$ cat src/hw/rtl/lar_pkg.sv
// lar_pkg: shared types and constants for the lottery arbiter.
// Used by lar_ctrl, lar_dpath and lottery_arbiter_refill. No dependencies.
package lar_pkg;

    // Field widths
    localparam int OP_W       = 2;
    localparam int RND_W      = 16;
    localparam int PID_W      = 4;
    localparam int CNT_W      = 4;
    localparam int CNT_MAX    = 15;
    localparam int ACT_W      = 5;
    localparam int RPR_W      = 4;
    localparam int WIN_W      = 4;
    localparam int TOT_OUT_W  = 8;
    localparam int ENT_W      = 8;

    // Word layouts
    localparam int S_DATA_W   = 24;
    localparam int M_DATA_W   = 24;
    localparam int OP_LSB     = 0;
    localparam int RND_LSB    = 2;
    localparam int PID_LSB    = 18;
    localparam int WIN_LSB    = 0;
    localparam int TOT_LSB    = 4;
    localparam int ENT_LSB    = 12;

    // Config port
    localparam int CFG_IDX_W  = 2;
    localparam int CFG_DATA_W = 5;
    localparam logic [CFG_IDX_W-1:0] REG_ACTIVE = 2'd0;
    localparam logic [CFG_IDX_W-1:0] REG_REFILL = 2'd1;
    localparam logic [ACT_W-1:0]     ACT_RESET  = 5'd1;
    localparam logic [RPR_W-1:0]     RPR_RESET  = 4'd5;

    // Operation codes
    localparam logic [OP_W-1:0] OP_INIT   = 2'd0;
    localparam logic [OP_W-1:0] OP_DRAW   = 2'd1;
    localparam logic [OP_W-1:0] OP_RETIRE = 2'd2;

    typedef enum logic [2:0] {
        ST_IDLE,
        ST_SUM,
        ST_DIV,
        ST_FIND,
        ST_UPDATE,
        ST_DONE
    } state_t;

    typedef struct packed {
        logic accept;    // input word taken this cycle
        logic walk_en;   // step the count walk
        logic find;      // walk looks for the drawn entry
        logic sum_end;   // latch total, restart walk, start divide
        logic div_step;  // one remainder bit
        logic update;    // write back winner count
        logic load_out;  // move result into output register
    } cmd_t;

    typedef struct packed {
        logic in_draw;
        logic walk_done;
        logic total_zero;
        logic div_done;
        logic found;
        logic out_free;
    } status_t;

endpackage

$ cat src/hw/rtl/lar_ctrl.sv
// lar_ctrl: sequencer for the lottery arbiter.
// Depends on lar_pkg (state_t, cmd_t, status_t).
module lar_ctrl
(
    input  logic             clk,
    input  logic             rst_n,
    input  logic             s_tvalid,
    output logic             s_tready,
    input  lar_pkg::status_t st,
    output lar_pkg::cmd_t    cmd
);

    lar_pkg::state_t state_reg;
    lar_pkg::state_t state_next;

    always_ff @(posedge clk or negedge rst_n)
    begin
        if (!rst_n)
        begin
            state_reg <= lar_pkg::ST_IDLE;
        end
        else
        begin
            state_reg <= state_next;
        end
    end

    always_comb
    begin
        state_next = state_reg;
        cmd        = '0;
        s_tready   = 1'b0;
        unique case (state_reg)
            lar_pkg::ST_IDLE:
            begin
                s_tready = 1'b1;
                if (s_tvalid)
                begin
                    cmd.accept = 1'b1;
                    state_next = st.in_draw ? lar_pkg::ST_SUM : lar_pkg::ST_DONE;
                end
            end
            lar_pkg::ST_SUM:
            begin
                cmd.walk_en = 1'b1;
                if (st.walk_done)
                begin
                    cmd.sum_end = 1'b1;
                    state_next  = st.total_zero ? lar_pkg::ST_DONE : lar_pkg::ST_DIV;
                end
            end
            lar_pkg::ST_DIV:
            begin
                if (st.div_done)
                begin
                    state_next = lar_pkg::ST_FIND;
                end
                else
                begin
                    cmd.div_step = 1'b1;
                end
            end
            lar_pkg::ST_FIND:
            begin
                cmd.walk_en = 1'b1;
                cmd.find    = 1'b1;
                if (st.found)
                begin
                    state_next = lar_pkg::ST_UPDATE;
                end
            end
            lar_pkg::ST_UPDATE:
            begin
                cmd.update = 1'b1;
                state_next = lar_pkg::ST_DONE;
            end
            lar_pkg::ST_DONE:
            begin
                if (st.out_free)
                begin
                    cmd.load_out = 1'b1;
                    state_next   = lar_pkg::ST_IDLE;
                end
            end
            default:
            begin
                state_next = lar_pkg::ST_IDLE;
            end
        endcase
    end

    // Result only loaded into a free output slot
    a_load_free: assert property (@(posedge clk) disable iff (!rst_n)
        cmd.load_out |-> st.out_free)
        else $error("result loaded over a pending word");

    // Non-draw words skip straight to the result
    a_nondraw_done: assert property (@(posedge clk) disable iff (!rst_n)
        (cmd.accept && !st.in_draw) |=> (state_reg == lar_pkg::ST_DONE))
        else $error("non-draw word did not finish at once");

    // Search over a non-zero total always hits before the walk ends
    a_find_hits: assert property (@(posedge clk) disable iff (!rst_n)
        (state_reg == lar_pkg::ST_FIND && st.walk_done) |-> st.found)
        else $error("draw walk ended without a winner");

    // Write-back only for a located winner
    a_update_found: assert property (@(posedge clk) disable iff (!rst_n)
        (state_reg == lar_pkg::ST_UPDATE) |-> st.found)
        else $error("update without winner");

endmodule

$ cat src/hw/rtl/lar_dpath.sv
// lar_dpath: ticket store, count walk, serial remainder and output register.
// Depends on lar_pkg (widths, codes, cmd_t, status_t).
module lar_dpath #(
    parameter int MAX_PROCS  = 16,
    parameter int REFILL_MAX = 15
)
(
    input  logic                              clk,
    input  logic                              rst_n,
    input  logic [lar_pkg::S_DATA_W-1:0]      s_tdata,
    input  logic                              cfg_valid,
    input  logic [lar_pkg::CFG_IDX_W-1:0]     cfg_index,
    input  logic [lar_pkg::CFG_DATA_W-1:0]    cfg_data,
    input  logic                              m_tready,
    input  lar_pkg::cmd_t                     cmd,
    output lar_pkg::status_t                  st,
    output logic                              m_tvalid,
    output logic [lar_pkg::M_DATA_W-1:0]      m_tdata,
    output logic                              m_tuser
);

    localparam int IDX_W  = $clog2(MAX_PROCS);
    localparam int N_W    = $clog2(MAX_PROCS + 1);
    localparam int TOT_W  = $clog2(MAX_PROCS * lar_pkg::CNT_MAX + 1);
    localparam int DIV_CW = $clog2(lar_pkg::RND_W + 1);

    // Input fields
    logic [lar_pkg::OP_W-1:0]  in_op;
    logic [lar_pkg::RND_W-1:0] in_rnd;
    logic [lar_pkg::PID_W-1:0] in_pid;

    assign in_op  = s_tdata[lar_pkg::OP_LSB  +: lar_pkg::OP_W];
    assign in_rnd = s_tdata[lar_pkg::RND_LSB +: lar_pkg::RND_W];
    assign in_pid = s_tdata[lar_pkg::PID_LSB +: lar_pkg::PID_W];

    // Config registers
    logic [lar_pkg::ACT_W-1:0] act_reg;
    logic [lar_pkg::RPR_W-1:0] rpr_reg;
    logic [N_W-1:0]            n_cur;
    logic [lar_pkg::CNT_W-1:0] r_cur;

    always_ff @(posedge clk or negedge rst_n)
    begin
        if (!rst_n)
        begin
            act_reg <= lar_pkg::ACT_RESET;
            rpr_reg <= lar_pkg::RPR_RESET;
        end
        else if (cfg_valid)
        begin
            if (cfg_index == lar_pkg::REG_ACTIVE)
            begin
                act_reg <= cfg_data[lar_pkg::ACT_W-1:0];
            end
            else if (cfg_index == lar_pkg::REG_REFILL)
            begin
                rpr_reg <= cfg_data[lar_pkg::RPR_W-1:0];
            end
        end
    end

    // Saturated active count and refill size
    always_comb
    begin
        if (32'(act_reg) > MAX_PROCS)
        begin
            n_cur = N_W'(MAX_PROCS);
        end
        else
        begin
            n_cur = N_W'(act_reg);
        end
        if (32'(rpr_reg) > REFILL_MAX)
        begin
            r_cur = lar_pkg::CNT_W'(REFILL_MAX);
        end
        else
        begin
            r_cur = lar_pkg::CNT_W'(rpr_reg);
        end
    end

    // Ticket store. An entry without its valid bit reads from the last init:
    // init_r below init_n, zero from init_n up.
    logic [lar_pkg::CNT_W-1:0] mem [MAX_PROCS];
    logic [MAX_PROCS-1:0]      vld_reg;
    logic [N_W-1:0]            init_n_reg;
    logic [lar_pkg::CNT_W-1:0] init_r_reg;

    logic [N_W-1:0]            idx_reg;
    logic                      rdv_reg;
    logic                      found_reg;
    logic [TOT_W-1:0]          acc_reg;
    logic [TOT_W-1:0]          acc_sum;
    logic [lar_pkg::CNT_W-1:0] rd_data_reg;
    logic                      rd_vldb_reg;
    logic [IDX_W-1:0]          rd_addr_reg;
    logic [lar_pkg::CNT_W-1:0] cnt_eff;
    logic                      issue;
    logic                      hit;

    logic [IDX_W-1:0]          win_idx_reg;
    logic [lar_pkg::CNT_W-1:0] win_cnt_reg;
    logic [lar_pkg::CNT_W-1:0] win_dec;

    logic                      wr_en;
    logic [IDX_W-1:0]          wr_addr;
    logic [lar_pkg::CNT_W-1:0] wr_data;
    logic                      do_retire;
    logic                      do_init;

    // Divider
    logic [TOT_W-1:0]          total_reg;
    logic [TOT_W-1:0]          rem_reg;
    logic [lar_pkg::RND_W-1:0] dvd_reg;
    logic [DIV_CW-1:0]         div_cnt_reg;
    logic [TOT_W:0]            div_try;

    logic                         m_tvalid_reg;
    logic [lar_pkg::M_DATA_W-1:0] res_word;

    assign issue = cmd.walk_en && (idx_reg < n_cur);

    always_comb
    begin
        if (rd_vldb_reg)
        begin
            cnt_eff = rd_data_reg;
        end
        else if (N_W'(rd_addr_reg) < init_n_reg)
        begin
            cnt_eff = init_r_reg;
        end
        else
        begin
            cnt_eff = '0;
        end
    end

    assign acc_sum = acc_reg + TOT_W'(cnt_eff);
    assign hit     = cmd.find && rdv_reg && !found_reg && (rem_reg < acc_sum);

    // Walk control
    always_ff @(posedge clk or negedge rst_n)
    begin
        if (!rst_n)
        begin
            idx_reg   <= '0;
            rdv_reg   <= 1'b0;
            found_reg <= 1'b0;
            acc_reg   <= '0;
        end
        else if (cmd.accept || cmd.sum_end)
        begin
            idx_reg   <= '0;
            rdv_reg   <= 1'b0;
            found_reg <= 1'b0;
            acc_reg   <= '0;
        end
        else
        begin
            if (issue)
            begin
                idx_reg <= idx_reg + N_W'(1);
            end
            rdv_reg <= issue;
            if (rdv_reg)
            begin
                acc_reg <= acc_sum;
            end
            if (hit)
            begin
                found_reg <= 1'b1;
            end
        end
    end

    always_ff @(posedge clk)
    begin
        if (hit)
        begin
            win_idx_reg <= rd_addr_reg;
            win_cnt_reg <= cnt_eff;
        end
    end

    // Store write: retire at accept, winner write-back at update
    assign do_init   = cmd.accept && (in_op == lar_pkg::OP_INIT);
    assign do_retire = cmd.accept && (in_op == lar_pkg::OP_RETIRE)
                       && (32'(in_pid) < MAX_PROCS);
    assign win_dec   = win_cnt_reg - lar_pkg::CNT_W'(1);

    always_comb
    begin
        wr_en = do_retire || cmd.update;
        if (cmd.update)
        begin
            wr_addr = win_idx_reg;
            wr_data = (win_dec == '0) ? r_cur : win_dec;
        end
        else
        begin
            wr_addr = IDX_W'(in_pid);
            wr_data = '0;
        end
    end

    always_ff @(posedge clk)
    begin
        if (wr_en)
        begin
            mem[wr_addr] <= wr_data;
        end
        if (issue)
        begin
            rd_data_reg <= mem[idx_reg[IDX_W-1:0]];
            rd_vldb_reg <= vld_reg[idx_reg[IDX_W-1:0]];
            rd_addr_reg <= idx_reg[IDX_W-1:0];
        end
    end

    always_ff @(posedge clk or negedge rst_n)
    begin
        if (!rst_n)
        begin
            vld_reg    <= '0;
            init_n_reg <= '0;
            init_r_reg <= '0;
        end
        else if (do_init)
        begin
            vld_reg    <= '0;
            init_n_reg <= n_cur;
            init_r_reg <= r_cur;
        end
        else if (wr_en)
        begin
            vld_reg[wr_addr] <= 1'b1;
        end
    end

    // Restoring remainder, one dividend bit a cycle
    assign div_try = {rem_reg, dvd_reg[lar_pkg::RND_W-1]};

    always_ff @(posedge clk or negedge rst_n)
    begin
        if (!rst_n)
        begin
            div_cnt_reg <= '0;
            total_reg   <= '0;
            rem_reg     <= '0;
            dvd_reg     <= '0;
        end
        else if (cmd.accept)
        begin
            dvd_reg <= in_rnd;
        end
        else if (cmd.sum_end)
        begin
            total_reg   <= acc_reg;
            rem_reg     <= '0;
            div_cnt_reg <= '0;
        end
        else if (cmd.div_step)
        begin
            if (div_try >= {1'b0, total_reg})
            begin
                rem_reg <= TOT_W'(div_try - {1'b0, total_reg});
            end
            else
            begin
                rem_reg <= TOT_W'(div_try);
            end
            dvd_reg     <= {dvd_reg[lar_pkg::RND_W-2:0], 1'b0};
            div_cnt_reg <= div_cnt_reg + DIV_CW'(1);
        end
    end

    // Output register; all fields zero unless a winner was found
    always_ff @(posedge clk or negedge rst_n)
    begin
        if (!rst_n)
        begin
            m_tvalid_reg <= 1'b0;
        end
        else if (cmd.load_out)
        begin
            m_tvalid_reg <= 1'b1;
        end
        else if (m_tready)
        begin
            m_tvalid_reg <= 1'b0;
        end
    end

    always_comb
    begin
        res_word = '0;
        if (found_reg)
        begin
            res_word[lar_pkg::WIN_LSB +: lar_pkg::WIN_W]     = lar_pkg::WIN_W'(win_idx_reg);
            res_word[lar_pkg::TOT_LSB +: lar_pkg::TOT_OUT_W] = lar_pkg::TOT_OUT_W'(total_reg);
            res_word[lar_pkg::ENT_LSB +: lar_pkg::ENT_W]     = lar_pkg::ENT_W'(rem_reg);
        end
    end

    always_ff @(posedge clk)
    begin
        if (cmd.load_out)
        begin
            m_tuser <= found_reg;
            m_tdata <= res_word;
        end
    end

    assign m_tvalid = m_tvalid_reg;

    always_comb
    begin
        st.in_draw    = (in_op == lar_pkg::OP_DRAW);
        st.walk_done  = (idx_reg == n_cur) && !rdv_reg;
        st.total_zero = (acc_reg == '0);
        st.div_done   = (div_cnt_reg == DIV_CW'(lar_pkg::RND_W));
        st.found      = found_reg;
        st.out_free   = !m_tvalid_reg || m_tready;
    end

endmodule

$ cat src/hw/rtl/lottery_arbiter_refill.sv
// lottery_arbiter_refill: lottery arbiter top level.
// Instantiates lar_ctrl and lar_dpath; depends on lar_pkg.
// Usage
//   s_* channel: one command word per handshake (init, draw or retire).
//   m_* channel: exactly one result word per command word, in order.
//   cfg_* channel: register writes (index 0 active count, 1 refill size),
//   always ready; write only while no command is in flight.
// Sequence
//   Init, retire and the unused code go straight to the result.
//   A draw sums the counts, runs a serial remainder over the 16-bit random
//   value, then searches at one store read per cycle for the winner; it
//   skips the remainder and the search when no tickets remain. One command
//   at a time: s_tready is high only when the sequencer is idle, from the
//   cycle after the result is loaded.
// Reset
//   All ticket counts read as zero, active count 1, refill size 5.
// Stall
//   A finished result sits in the output register while m_tready is low and
//   the next command is still taken; that command's result waits until the
//   register frees.
module lottery_arbiter_refill #(
    parameter int MAX_PROCS  = 16,
    parameter int REFILL_MAX = 15
)
(
    input  logic                           clk,
    input  logic                           rst_n,
    // command word
    input  logic                           s_tvalid,
    output logic                           s_tready,
    // [1:0] operation, [17:2] random_value, [21:18] process_id, [23:22] zero
    input  logic [lar_pkg::S_DATA_W-1:0]   s_tdata,
    // result word
    output logic                           m_tvalid,
    input  logic                           m_tready,
    // [3:0] winner, [11:4] total_tickets, [19:12] drawn_entry, [23:20] zero
    output logic [lar_pkg::M_DATA_W-1:0]   m_tdata,
    // [0] has_winner
    output logic                           m_tuser,
    // register writes
    input  logic                           cfg_valid,
    output logic                           cfg_ready,
    input  logic [lar_pkg::CFG_IDX_W-1:0]  cfg_index,
    input  logic [lar_pkg::CFG_DATA_W-1:0] cfg_data
);

    lar_pkg::cmd_t    cmd;
    lar_pkg::status_t st;

    // register file never stalls
    assign cfg_ready = 1'b1;

    lar_ctrl u_ctrl (
        .clk      (clk),
        .rst_n    (rst_n),
        .s_tvalid (s_tvalid),
        .s_tready (s_tready),
        .st       (st),
        .cmd      (cmd)
    );

    lar_dpath #(
        .MAX_PROCS  (MAX_PROCS),
        .REFILL_MAX (REFILL_MAX)
    ) u_dpath (
        .clk       (clk),
        .rst_n     (rst_n),
        .s_tdata   (s_tdata),
        .cfg_valid (cfg_valid),
        .cfg_index (cfg_index),
        .cfg_data  (cfg_data),
        .m_tready  (m_tready),
        .cmd       (cmd),
        .st        (st),
        .m_tvalid  (m_tvalid),
        .m_tdata   (m_tdata),
        .m_tuser   (m_tuser)
    );

endmodule
$ cat config.mk
export PLATFORM = sky130hd
export DESIGN_NAME = lottery_arbiter_refill
export DESIGN_NICKNAME = d
export VERILOG_FILES = /design/src/hw/rtl/lar_pkg.sv /design/src/hw/rtl/lar_ctrl.sv /design/src/hw/rtl/lar_dpath.sv /design/src/hw/rtl/lottery_arbiter_refill.sv
export SDC_FILE = /design/constraint.sdc
export NUM_CORES = 1
export LEC_CHECK = 0
export ABC_CLOCK_PERIOD_IN_PS = 4000
export BUFFER_PORTS_ARGS = -buffer_cell sky130_fd_sc_hd__buf_2
export CAP_MARGIN = 20
export CORE_UTILIZATION = 54
export CTS_CLUSTER_SIZE = 16
export DETAILED_ROUTE_END_ITERATION = 8
export PLACE_DENSITY = 0.74
export SKIP_CTS_REPAIR_TIMING = 1
export SLEW_MARGIN = 25
export SYNTH_ARGS = -nofsm -noshare
export SYNTH_HDL_FRONTEND = slang
export SYNTH_SLANG_ARGS = --single-unit
$ cat constraint.sdc
create_clock -name clk -period 4 [get_ports clk]
set_input_delay 0.8 -clock clk [delete_from_list [all_inputs] [get_ports clk]]
set_output_delay 0.8 -clock clk [all_outputs]
set_load 0.03 [all_outputs]
# Word-level counts from Yosys, hierarchy flattened
# Memories as Yosys holds them, arrays and structs flattened. A register that Yosys moved wholly into a read port is not among the register bits.
# Cells that the tools add are included.
classes:
  n_reduce_logical: 33
  eq_ne: 16
  muxes: 51
  n_addsub: 5
  n_bitwise: 3
  n_lt_le_gt_ge: 8
ops:
  columns: ["cell", "n"]
  rows:
  - ["two-way mux 16 bit", 5]
  - ["two-way mux 8 bit", 5]
  - ["two-way mux 5 bit", 5]
  - ["two-way mux 1 bit", 21]
  - ["two-way mux 3 bit", 7]
  - ["two-way mux 4 bit", 5]
  - ["one-hot mux 3 bit (6 select lines)", 1]
  - ["OR 16 bit", 1]
  - ["nonzero test 2 bit", 7]
  - ["adder 5 x 1 -> 5 bit (second input constant)", 2]
  - ["less-than comparator 4 x 5 -> 1 bit (second input constant)", 2]
  - ["greater-or-equal comparator 9 x 8 -> 1 bit", 1]
  - ["adder 8 x 4 -> 8 bit", 1]
  - ["logical AND 1 bit", 8]
  - ["zero test 8 bit", 1]
  - ["less-than comparator 8 bit", 1]
  - ["inequality test 2 bit (second input constant)", 4]
  - ["AND reduction 2 bit", 4]
  - ["subtractor 8 bit", 1]
  - ["equality test 3 x 2 -> 1 bit (second input constant)", 2]
  - ["equality test 3 bit (second input constant)", 2]
  - ["equality test 5 bit", 1]
  - ["equality test 5 bit (second input constant)", 1]
  - ["> comparator 5 bit (second input constant)", 1]
  - ["19 further kinds", 27]
totals:
  register_bits: 124
  mem_bits_rw: 64
  out_inout_bits: 28
  input_bits: 36
  n_memories: 1
  word_cells: 138
memory_table:
  columns: ["name", "words", "width", "rd", "rd_clocked_by_memory_dff", "write_ports", "line", "text"]
  rows:
  - ["u_dpath.mem", 16, 4, 1, 1, 1, "lar_dpath.sv:85", "logic [lar_pkg::CNT_W-1:0] mem [MAX_PROCS];"]

# Logic depth before layout (Yosys ltp)
# Gate-level depths: netlist (run 1).
depth:
  word_depth: 10
  mapped_depth: 20
  ltp_nobuf: 20

# By module
# Synthesis (run 1) repeated with hierarchy kept, for this count alone.
unflattened:
  hier_cells: 731
  hier_area_um2: 9183.8
modules_own_cells:
  columns: ["mod", "seq_area_each_um2", "area_per_inst_um2", "n_inst", "cells_per_inst"]
  rows:
  - ["lar_dpath", 5243.8, 8882.3, 1, 690]
  - ["lar_ctrl", 75.1, 290.3, 1, 39]
  - ["lottery_arbiter_refill", 0.0, 11.3, 1, 2]

# Worst setup path after synthesis (run 1)
# Ideal clock, no wire load.
synth_path:
  path_kind: "flip-flop to flip-flop"
  from: "register u_dpath.rd_addr_reg[1]"
  to: "register u_dpath.win_cnt_reg[0] in the netlist's numbering (enable)"
  setup_slack_ns: -0.160
  path_buffers: 0
  required_ns: 3.611
  path_stages_with_launch: 17
  t_arrival_ns: 3.771
  period_less_slack_ns: 4.160
  cell_sequence: "edfxtp_1 ha_1 a21o_1 a21o_1 a21oi_1 nor3_1 or2_2 fa_1 nor2b_1 o21ai_0 nand2b_1 and3_1 xnor2_1 ha_1 a21oi_1 o211ai_1 a211oi_1"
synth_via:
  elab_chain_cells: 6
synth_rtl:
  columns: ["element", "line", "text"]
  rows:
  - ["start, declared", "lar_dpath.sv:97", "logic [IDX_W-1:0] rd_addr_reg;"]
  - ["start signal, assigned", "lar_dpath.sv:218", "rd_addr_reg <= idx_reg[IDX_W-1:0];"]
  - ["less-than comparator 4 x 5 -> 1 bit", "lar_dpath.sv:130", "else if (N_W'(rd_addr_reg) < init_n_reg)"]
  - ["two-way mux 4 bit", "lar_dpath.sv:130", null]
  - ["two-way mux 4 bit", "lar_dpath.sv:126", "if (rd_vldb_reg)"]
  - ["adder 8 x 4 -> 8 bit", "lar_dpath.sv:140", "assign acc_sum = acc_reg + TOT_W'(cnt_eff);"]
  - ["less-than comparator 8 bit", "lar_dpath.sv:141", "assign hit = cmd.find && rdv_reg && !found_reg && (rem_reg < acc_sum);"]
  - ["logical AND 1 bit", "lar_dpath.sv:141", null]
  - ["via u_dpath.hit", "lar_dpath.sv:100", "logic hit;"]
  - ["end signal, assigned", "lar_dpath.sv:183", "win_cnt_reg <= cnt_eff;"]
  - ["end, declared", "lar_dpath.sv:103", "logic [lar_pkg::CNT_W-1:0] win_cnt_reg;"]
# The timed path passes the listed nets, and every way through them passes these cells.
# A chain may end at the register's enable or synchronous reset.

# Final worst setup path (run 1)
layout_path:
  from: "register u_dpath.init_n_reg[1]"
  to: "register u_dpath.win_cnt_reg[3] in the netlist's numbering (enable)"
layout_via:
  elab_chain_cells: 6
layout_rtl:
  columns: ["element", "line", "text"]
  rows:
  - ["start, declared", "lar_dpath.sv:87", "logic [N_W-1:0] init_n_reg;"]
  - ["start signal, assigned", "lar_dpath.sv:233", "init_n_reg <= n_cur;"]
  - ["less-than comparator 4 x 5 -> 1 bit", "lar_dpath.sv:130", null]
  - ["two-way mux 4 bit", "lar_dpath.sv:130", null]
  - ["two-way mux 4 bit", "lar_dpath.sv:126", null]
  - ["via u_dpath.cnt_eff, one bit", "lar_dpath.sv:98", "logic [lar_pkg::CNT_W-1:0] cnt_eff;"]
  - ["adder 8 x 4 -> 8 bit", "lar_dpath.sv:140", null]
  - ["less-than comparator 8 bit", "lar_dpath.sv:141", null]
  - ["logical AND 1 bit", "lar_dpath.sv:141", null]
  - ["via u_dpath.hit", "lar_dpath.sv:100", null]
# The timed path passes the listed nets, and every way through them passes these cells.

==> results of run 1 <==
-- per-layer routing --
layer  vias up  share of wire [%]  GRT usage, %  routed length (um)
met1      2907                 43          29.6                8130
li1       2656                  -             -                   -
met3        36                4.0          4.56                 760
met2       155                 50          39.2                9470
met4         0                2.7          10.3                 507
met5         -                  0             0                   0
-- metrics by stage --
step | power, mW | TNS [ns]
after CTS | 7.79 | -0.814
final | 7.94 | -0.107
after floorplan | 5.26 | 0
after global routing | 8.39 | -1.83
after detailed placement | 6.03 | -0.651
after global placement | 5.85 | 0
-- worst paths after layout --
kind / start / depth (start not counted) / end
worst max-delay path: u_dpath.init_n_reg[1] / 20 / u_dpath.win_cnt_reg[3]
worst min-delay path: rst_n / 1 / u_dpath.dvd_reg[7]
worst max register to register: u_dpath.init_n_reg[1] / 20 / u_dpath.win_cnt_reg[3]
worst min register to register: u_dpath.rd_addr_reg[0] / 0 / u_dpath.win_idx_reg[0]
max in group asynchronous: rst_n / 2 / u_dpath.vld_reg[7]
min in group clk: u_dpath.rd_addr_reg[0] / 0 / u_dpath.win_idx_reg[0]
-- cell type report --
type / count / area [um^2] / share of cell area [%]
clock inverters: 15 / 193 / 1.90
inverters: 30 / 113 / 1.11
multi-input cells: 440 / 3390 / 33.4
well taps: 216 / 270 / 2.66
repair buffers: 77 / 448 / 4.41
clock buffers: 17 / 425 / 4.19
flip-flops and latches: 192 / 5320 / 52.4
-- cells in the mapped netlist, types with 6 or more instances --
library cell  instances
mux2i_1              12
nand3_1               6
nor2_1               61
nor3_1               11
nor3b_1               7
buf_2                11
and2_1               15
o21a_1               20
a21oi_1              14
ha_1                 32
inv_1                28
mux4_2               25
edfxtp_1            102
buf_4                 8
nor2b_1               6
xor2_1                9
a211oi_1              6
nand2b_1              6
dfrtp_1              87
mux2_2               17
nand4_1               8
o21ai_0              26
clkbuf_1             14
a22oi_1              14
xnor2_1              10
nand2_1              66
-- power groups by stage --
stage	Combinational (mW)	Clock [mW]	Sequential [mW]
6_report	3.07	1.76	3.11
5_1_grt	3.35	1.87	3.17
4_1_cts	2.91	1.78	3.10
3_5_place_dp	2.89	0	3.14
3_3_place_gp	2.75	0	3.10
2_1_floorplan	2.21	0	3.05
-- logic make-up (layout without fill, tap and decap cells) --
family | Yosys count | after routing | synth area share (%)
other cells | 2 | 5 | 0.0841
fa+ha+maj | 34 | 34 | 4.93
flops | 192 | 192 | 59.6
mux | 54 | 54 | 9.80
simple gates | 209 | 209 | 11.3
compound gates | 119 | 119 | 9.22
buf+inv | 64 | 139 | 3.18
xor+xnor | 19 | 19 | 1.86
==> flow_summary.json, run 1 <==
{
  "status": "finished with violations",
  "violations": "negative setup slack",
  "fin_nets": 828,
  "nFillCells": 1207,
  "dr.pass1.iters": 7,
  "worst-path-buf-inv": 3,
  "drt_iter0_markers": 589,
  "cts_tree": "built",
  "gp_congestion": 0.873,
  "setup_ws_ns": -0.0341,
  "grt_max_degree": 76,
  "cp-end-kind": "flop",
  "yosysTopAreaCell": "edfxtp_1",
  "cts_buffer_depth": 2,
  "clock_power_share_pct": 22.1,
  "post_drt_wl_per_cell_um": 19.1,
  "grt_pass1_wl_um": 29400,
  "rows": 46,
  "required_ns": 4.16,
  "die_width_um": 131,
  "peakVddDrop_mv": 0.362,
  "drv_cap": 0,
  "critical_path_class": "flop to flop",
  "synth_top_area_share_pct": 34.3,
  "clk_latency_ns": 0.44,
  "max_freq_mhz": 248,
  "leakage_nw": 4.12,
  "startpoint_type": "flop",
  "instances_no_fill": 987,
  "synth.yosys.seq_area_share_pct": 59.6,
  "synth-seq-cells": 192,
  "drc": 0,
  "slew_headroom_pct": 42.5,
  "synth_edf_count": 102,
  "p_sw_mw": 2.93,
  "io_buffer_count": 56,
  "avgSynthCellArea_um2": 12.9,
  "intPower_mw": 5.01,
  "h-tree-depth": 4,
  "final_common_cell": "edfxtp_1",
  "synthCells": 693,
  "final_cell_mix": "edfxtp_1, dfrtp_1, nand2_1",
  "rrSetupSlack_ns": -0.03,
  "cts_made_buffers": 17,
  "cts-root-buf": "clkbuf_16",
  "top_register": "u_dpath.mem",
  "ys_types": 60,
  "yosysWarnings": 0,
  "slowest_stage": "dfrtp_1",
  "crit_chain": "inv_1 > ha_1 > a21o_1 > a21o_1 > a21oi_2 > nor3_4 > nor2_2 > ha_2 > inv_2 > fa_2 > nor2b_1 > o21ai_1 > nand2b_1 > and3_4 > xnor2_2 > ha_1 > a21oi_2 > o211ai_1 > a211oi_2 > buf_4",
  "pwr-share-seq_pct": 39.2,
  "grt_overflow": 0,
  "synthTopCellsByArea": "edfxtp_1, dfrtp_1, mux4_2",
  "path_clk_slew_ns": 0.08,
  "reg_top3": "u_dpath.mem x64, u_dpath.m_tdata x20",
  "wirelength_um": 18900,
  "largest_reg_flops": 64,
  "synth_flop_cell": "edfxtp_1",
  "syn_area_um2": 8920,
  "p_sw_share_pct": 36.9,
  "coreArea_um2": 16000,
  "rsz0062_at_grt": "true",
  "cp_top_family": "adder cells",
  "layout_min_cycle_time_ns": 4.03,
  "setup_viol": 5,
  "fin_crit_sh_pct": 101,
  "combinationalPowerShare_pct": 38.7,
  "fin_skew_ns": 0.0117,
  "die_area_um2": 17000,
  "place_hpwl_um": 12900,
  "dp_cells": 945,
  "final_area_um2": 10200,
  "slew_viol_final": 0,
  "cp_max_fo": 4,
  "antenna_found_initial": 0,
  "vias_per_cell": 5.83,
  "hp-class": "input port to async pin",
  "start_util_pct": 55.8,
  "grt.total_usage_pct": 23.4,
  "die_h_um": 131,
  "area_delta_synth_final_pct": 13.8,
  "clock_sinks": 192,
  "grt_pass1_vias": 5681,
  "place_ws_ns": -0.0816,
  "holdWs_ns": 0.384,
  "power_density_nw_per_um2": 782,
  "dpl_cell_area_um2": 9410,
  "max_stage_delay_ns": 0.35,
  "antennaDiodeCount": 0,
  "layout-drive-gt1-share_pct": 23.3,
  "synthArstFlopShare_pct": 46.9,
  "hold_viol_final": 0,
  "ant_nets": 0,
  "tightestPinTransition_ns": 0.862,
  "ios": 64,
  "fin_util_pct": 63.5,
  "num_vias": 5754,
  "arrival_ns": 4.19
}
Power figures use the tool's default switching activity.
==> run 2, diff against run 1 <==
Settings changed: CORE_UTILIZATION 54 to 55, PLACE_DENSITY 0.74 to 0.76, SYNTH_HIERARCHICAL set to 1.
==> flow_summary.json, run 2 <==
{
  "status": "finished with violations",
  "violations": "negative setup slack",
  "synthArstFlopShare_pct": 46.9,
  "layout-drive-gt1-share_pct": 20.6,
  "setup_ws_ns": -0.228,
  "synth_top_area_share_pct": 33.4,
  "cts-root-buf": "clkbuf_16",
  "rows": 46,
  "grt_util_met2_pct": 35.9,
  "grt.total_usage_pct": 23.1,
  "clk_latency_ns": 0.44,
  "synthTopCellsByArea": "edfxtp_1, dfrtp_1, mux4_2",
  "top_register": "u_dpath/mem",
  "tightestPinTransition_ns": 0.981,
  "rsz0062_at_grt": "true",
  "io_buffer_count": 56,
  "gp_congestion": 0.844,
  "start_util_pct": 57.0,
  "arrival_ns": 4.38,
  "vias_per_cell": 5.86,
  "drc": 0,
  "num_vias": 5952,
  "dr.pass1.iters": 5,
  "fin_skew_ns": 0.0174,
  "dpl_cell_area_um2": 9650,
  "max_freq_mhz": 237,
  "cts_buffer_depth": 2,
  "grt_pass1_wl_um": 31000,
  "drt_iter0_markers": 528,
  "leakage_nw": 4.12,
  "grtUsageMet3_pct": 4.32,
  "dp_cells": 982,
  "power_mw": 7.67,
  "ios": 64,
  "fin_setup_tns_ns": -1.81,
  "clock_power_share_pct": 21.1,
  "grt_overflow": 0,
  "grt_max_degree": 75,
  "combinationalPowerShare_pct": 38.4,
  "slew_viol_final": 0,
  "fin_nets": 857,
  "coreArea_um2": 16100,
  "final_common_cell": "edfxtp_1",
  "final_area_um2": 10300,
  "antenna_found_initial": 0,
  "p_sw_mw": 2.86,
  "syn_area_um2": 9180,
  "fin_crit_sh_pct": 106,
  "final_cell_mix": "edfxtp_1, dfrtp_1, nand2_1",
  "synth-seq-cells": 192,
  "p_sw_share_pct": 37.3,
  "setup_viol": 8,
  "synth_edf_count": 102,
  "busiest_layer": "met2",
  "die_area_um2": 17200,
  "slew_headroom_pct": 34.3,
  "grt_util_met1_pct": 32.6,
  "intPower_mw": 4.81,
  "post_drt_wl_per_cell_um": 18.5,
  "avgSynthCellArea_um2": 12.6,
  "wirelength_um": 18800,
  "critical_path_class": "flop to flop",
  "instances_no_fill": 1016,
  "clock_sinks": 192,
  "largest_reg_flops": 64,
  "place_ws_ns": -0.231,
  "holdWs_ns": 0.372,
  "antennaDiodeCount": 0,
  "die_h_um": 131,
  "place_hpwl_um": 13000,
  "synth_flop_cell": "edfxtp_1",
  "startpoint_type": "flop",
  "nFillCells": 1274,
  "pwr-share-seq_pct": 40.5,
  "hold_viol_final": 0,
  "drv_cap": 0,
  "cp-end-kind": "flop",
  "h-tree-depth": 4,
  "layout_min_cycle_time_ns": 4.23,
  "yosysTopAreaCell": "edfxtp_1",
  "path_clk_slew_ns": 0.07,
  "rrSetupSlack_ns": -0.23,
  "required_ns": 4.15,
  "power_density_nw_per_um2": 747,
  "yosys.cell_count.top_type": "edfxtp_1",
  "synth.yosys.seq_area_share_pct": 57.9,
  "fin_util_pct": 63.7,
  "area_delta_synth_final_pct": 11.8,
  "yosys-top-cells-count": "edfxtp_1, dfrtp_1, nand2_1",
  "die_width_um": 131,
  "grt_pass1_vias": 5915,
  "peakVddDrop_mv": 0.339,
  "cts_tree": "built",
  "synthCells": 731,
  "hp-class": "input port to async pin",
  "cts_made_buffers": 17,
  "ant_nets": 0,
  "cp_max_fo": 8,
  "ys_types": 73,
  "reg_top3": "u_dpath/mem x64, u_dpath/m_tdata x20",
  "yosysWarnings": 6
}
==> run 2: cell types whose count changed in the layout (fill, tap and decap cells not counted), moves of 5 or more <==
| cell | previous run | this run |
|---|---|---|
| mux2i_1 | 12 | 31 |
| o21ai_0 | 25 | 40 |
| a22oi_1 | 14 | 0 |
| a21oi_1 | 10 | 20 |
| mux4_2 | 25 | 18 |
| a21o_1 | 5 | 11 |
| nor2b_1 | 6 | 12 |
| buf_4 | 20 | 15 |
| mux2_2 | 17 | 12 |
| nor2_1 | 59 | 54 |
==> run 2: area by class of cell <==
type	count	area (um^2)	area share, %
multi-input cells	472	3580	34.9
clock buffers	19	453	4.41
flip-flops and latches	192	5320	51.8
inverters	32	120	1.17
well taps	216	270	2.63
repair buffers	72	410	4.00
clock inverters	13	114	1.11
==> run 2: logic make-up after synthesis <==
group / synth area share [%]
AND/OR/NAND/NOR: 10.8
flip-flops: 57.9
AO/OA/AOI/OAI: 10.7
buffers and inverters: 3.76
multiplexers: 9.96
adder cells (fa/ha/maj): 4.80
XOR/XNOR: 2.00
other: 0.0818
==> run 2: metal layers <==
layer	share of wire, %	wire length, um
met1	45	8400
met2	48	9050
met3	5.2	973
met4	2.1	391
met5	0	0
==> run 2: power groups by stage <==
stage / combinational, mW / clock [mW] / sequential, mW
finish: 2.95 / 1.61 / 3.11
global placement: 2.72 / 0 / 3.10
floorplan: 2.10 / 0 / 3.13
detailed placement: 2.85 / 0 / 3.14
CTS: 2.87 / 1.63 / 3.10
global route: 3.23 / 1.72 / 3.18
==> run 2: final timing paths <==
kind	start	cells past startpoint	endpoint
hold reg to reg	u_dpath/rd_addr_reg[0]	0	u_dpath/win_idx_reg[0]
max in group asynchronous	rst_n	2	u_dpath/rem_reg[6]
hold / removal	rst_n	1	u_dpath/dvd_reg[2]
setup / recovery	u_dpath/rd_addr_reg[1]	18	u_dpath/win_idx_reg[2]
setup reg to reg	u_dpath/rd_addr_reg[1]	18	u_dpath/win_idx_reg[2]
min in group clk	u_dpath/rd_addr_reg[0]	0	u_dpath/win_idx_reg[0]
==> run 2: critical path: stages (launching register included) <==
cell and delay (ns):
edfxtp_1 0.40, ha_1 0.29, a21o_1 0.17, a21o_1 0.18
a21o_1 0.20, a21oi_2 0.16, ha_2 0.21, inv_2 0.04
fa_2 0.33, nor2b_1 0.12, o21a_1 0.17, or2_4 0.13
nand3_2 0.08, xor2_1 0.17, ha_1 0.35, a21oi_2 0.16
o211ai_1 0.20, a2111oi_4 0.41, buf_6 0.18
==> run 3, diff against run 2 <==
Settings changed: CORE_ASPECT_RATIO set to 0.7, CORE_UTILIZATION 55 to 54, PLACE_DENSITY 0.76 to 0.74, SYNTH_HIERARCHICAL 1 to unset.
==> flow_summary.json, run 3 (same netlist as run 1, synthesis figures left out) <==
{
  "cts_buffer_depth": 2,
  "die_width_um": 156,
  "layout_min_cycle_time_ns": 4.04,
  "place_hpwl_um": 13000,
  "rows": 38,
  "grt_pass1_vias": 5619,
  "slew_viol_final": 0,
  "coreArea_um2": 15800,
  "final_area_um2": 10000,
  "r2r_cells": 19,
  "max_freq_mhz": 247,
  "grt.total_usage_pct": 24.0,
  "start_util_pct": 56.4,
  "setup_viol": 8,
  "dpl_cell_area_um2": 9410,
  "ant_nets": 0,
  "rrSetupSlack_ns": -0.04,
  "layout-drive-gt1-share_pct": 22.4,
  "peakVddDrop_mv": 0.330,
  "clk_latency_ns": 0.44,
  "io_buffer_count": 56,
  "antenna_found_initial": 0,
  "h-tree-depth": 4,
  "path_clk_slew_ns": 0.07,
  "reg_top3": "u_dpath.mem x64, u_dpath.m_tdata x20",
  "startpoint_type": "flop",
  "cts-root-buf": "clkbuf_16",
  "wirelength_um": 18800,
  "dr.pass1.iters": 5,
  "largest_reg_flops": 64,
  "gp_congestion": 0.847,
  "slew_headroom_pct": 35.9,
  "num_vias": 5803,
  "area_delta_synth_final_pct": 12.5,
  "drc": 0,
  "cp_max_fo": 5,
  "cp-end-kind": "flop",
  "grt_max_degree": 78,
  "hp-class": "input port to async pin",
  "fin_setup_tns_ns": -0.138,
  "hold_viol_final": 0,
  "critical_path_class": "flop to flop",
  "grt_pass1_wl_um": 30000,
  "ios": 64,
  "fin_crit_sh_pct": 101,
  "fin_skew_ns": 0.00863,
  "fin_util_pct": 63.4,
  "fin_nets": 822,
  "grt_overflow": 0,
  "power_density_nw_per_um2": 773,
  "antennaDiodeCount": 0,
  "power_mw": 7.76,
  "vias_per_cell": 5.89,
  "drv_cap": 0,
  "rr_endpoint": "u_dpath.win_idx_reg[2]",
  "die_h_um": 110,
  "top_register": "u_dpath.mem",
  "nFillCells": 1177,
  "rsz0062_at_grt": "true",
  "arrival_ns": 4.20,
  "final_common_cell": "edfxtp_1",
  "leakage_nw": 4.05,
  "cts_tree": "built",
  "clock_sinks": 192,
  "final_cell_mix": "edfxtp_1, dfrtp_1, nand2_1",
  "post_drt_wl_per_cell_um": 19.1,
  "drt_iter0_markers": 513,
  "crit_path_start": "u_dpath.rd_addr_reg[1]",
  "cts_made_buffers": 17,
  "violations": "negative setup slack",
  "die_area_um2": 17100,
  "required_ns": 4.16,
  "setup_ws_ns": -0.0417,
  "reg2reg_from": "u_dpath.rd_addr_reg[1]",
  "status": "finished with violations",
  "tightestPinTransition_ns": 0.958
}
run 3: changes by cell type in the layout (fill, tap and decap cells not counted), sizes merged, moves of 5 or more:
cell and change:
a211oi -5, a22oi +14, mux4 +5, nor2b -7, nand3 -5, o21ai -16, a21oi -10, nor2 +10
nor3 +5, a21o -7, mux2i -19
run 3: critical path, cell delays in order, from the launching register on:
cell and delay, ns:
edfxtp_1 0.39, ha_1 0.30, a21o_1 0.15, a21o_1 0.19, a21oi_2 0.17, nor3_4 0.07, nor2_2 0.13, ha_2 0.19
inv_1 0.05, fa_2 0.34, nor2b_1 0.13, o21ai_1 0.08, nand2b_1 0.15, and3_4 0.21, xnor2_1 0.06, ha_1 0.34
a21oi_2 0.13, o211ai_1 0.10, a211oi_2 0.33, buf_4 0.21
run 3: area by class of cell:
class	instances	area, um^2	area share [%]
sequential	192	5320	53.0
multi-input combinational	440	3380	33.7
clock buffer	17	425	4.24
timing repair buffer	71	403	4.01
tap	220	275	2.74
clock inverter	15	128	1.27
inverter	30	113	1.12
run 3: routing by layer:
metal / routed length, um / GRT usage, %
met4: 297 / 7.21
met3: 1460 / 6.19
met1: 8630 / 34.5
met2: 8430 / 36.0
met5: 0 / 0
run 3: stage by stage:
stage,hold slack (ns),setup WS [ns],instances
3_3_place_gp,0.434,0.133,949
5_1_grt,0.430,-0.201,985
4_1_cts,0.467,-0.0330,981
6_report,0.368,-0.0417,985
2_1_floorplan,0.417,0.119,696
3_5_place_dp,0.448,-0.0280,949
run 3: worst max-delay path by stage:
stage | cells after the start | endpoint
after floorplan | 16 | u_dpath.win_cnt_reg[0]
after global placement | 19 | u_dpath.win_idx_reg[3]
after detailed placement | 19 | u_dpath.win_idx_reg[3]
after CTS | 19 | u_dpath.win_idx_reg[3]
after global routing | 19 | u_dpath.win_idx_reg[1]
final | 19 | u_dpath.win_idx_reg[2]
run 3: power breakdown:
part	switching, mW	total, mW	internal, mW
combinational	1.72	3.03	1.32
clock	0.800	1.62	0.816
sequential	0.429	3.11	2.68
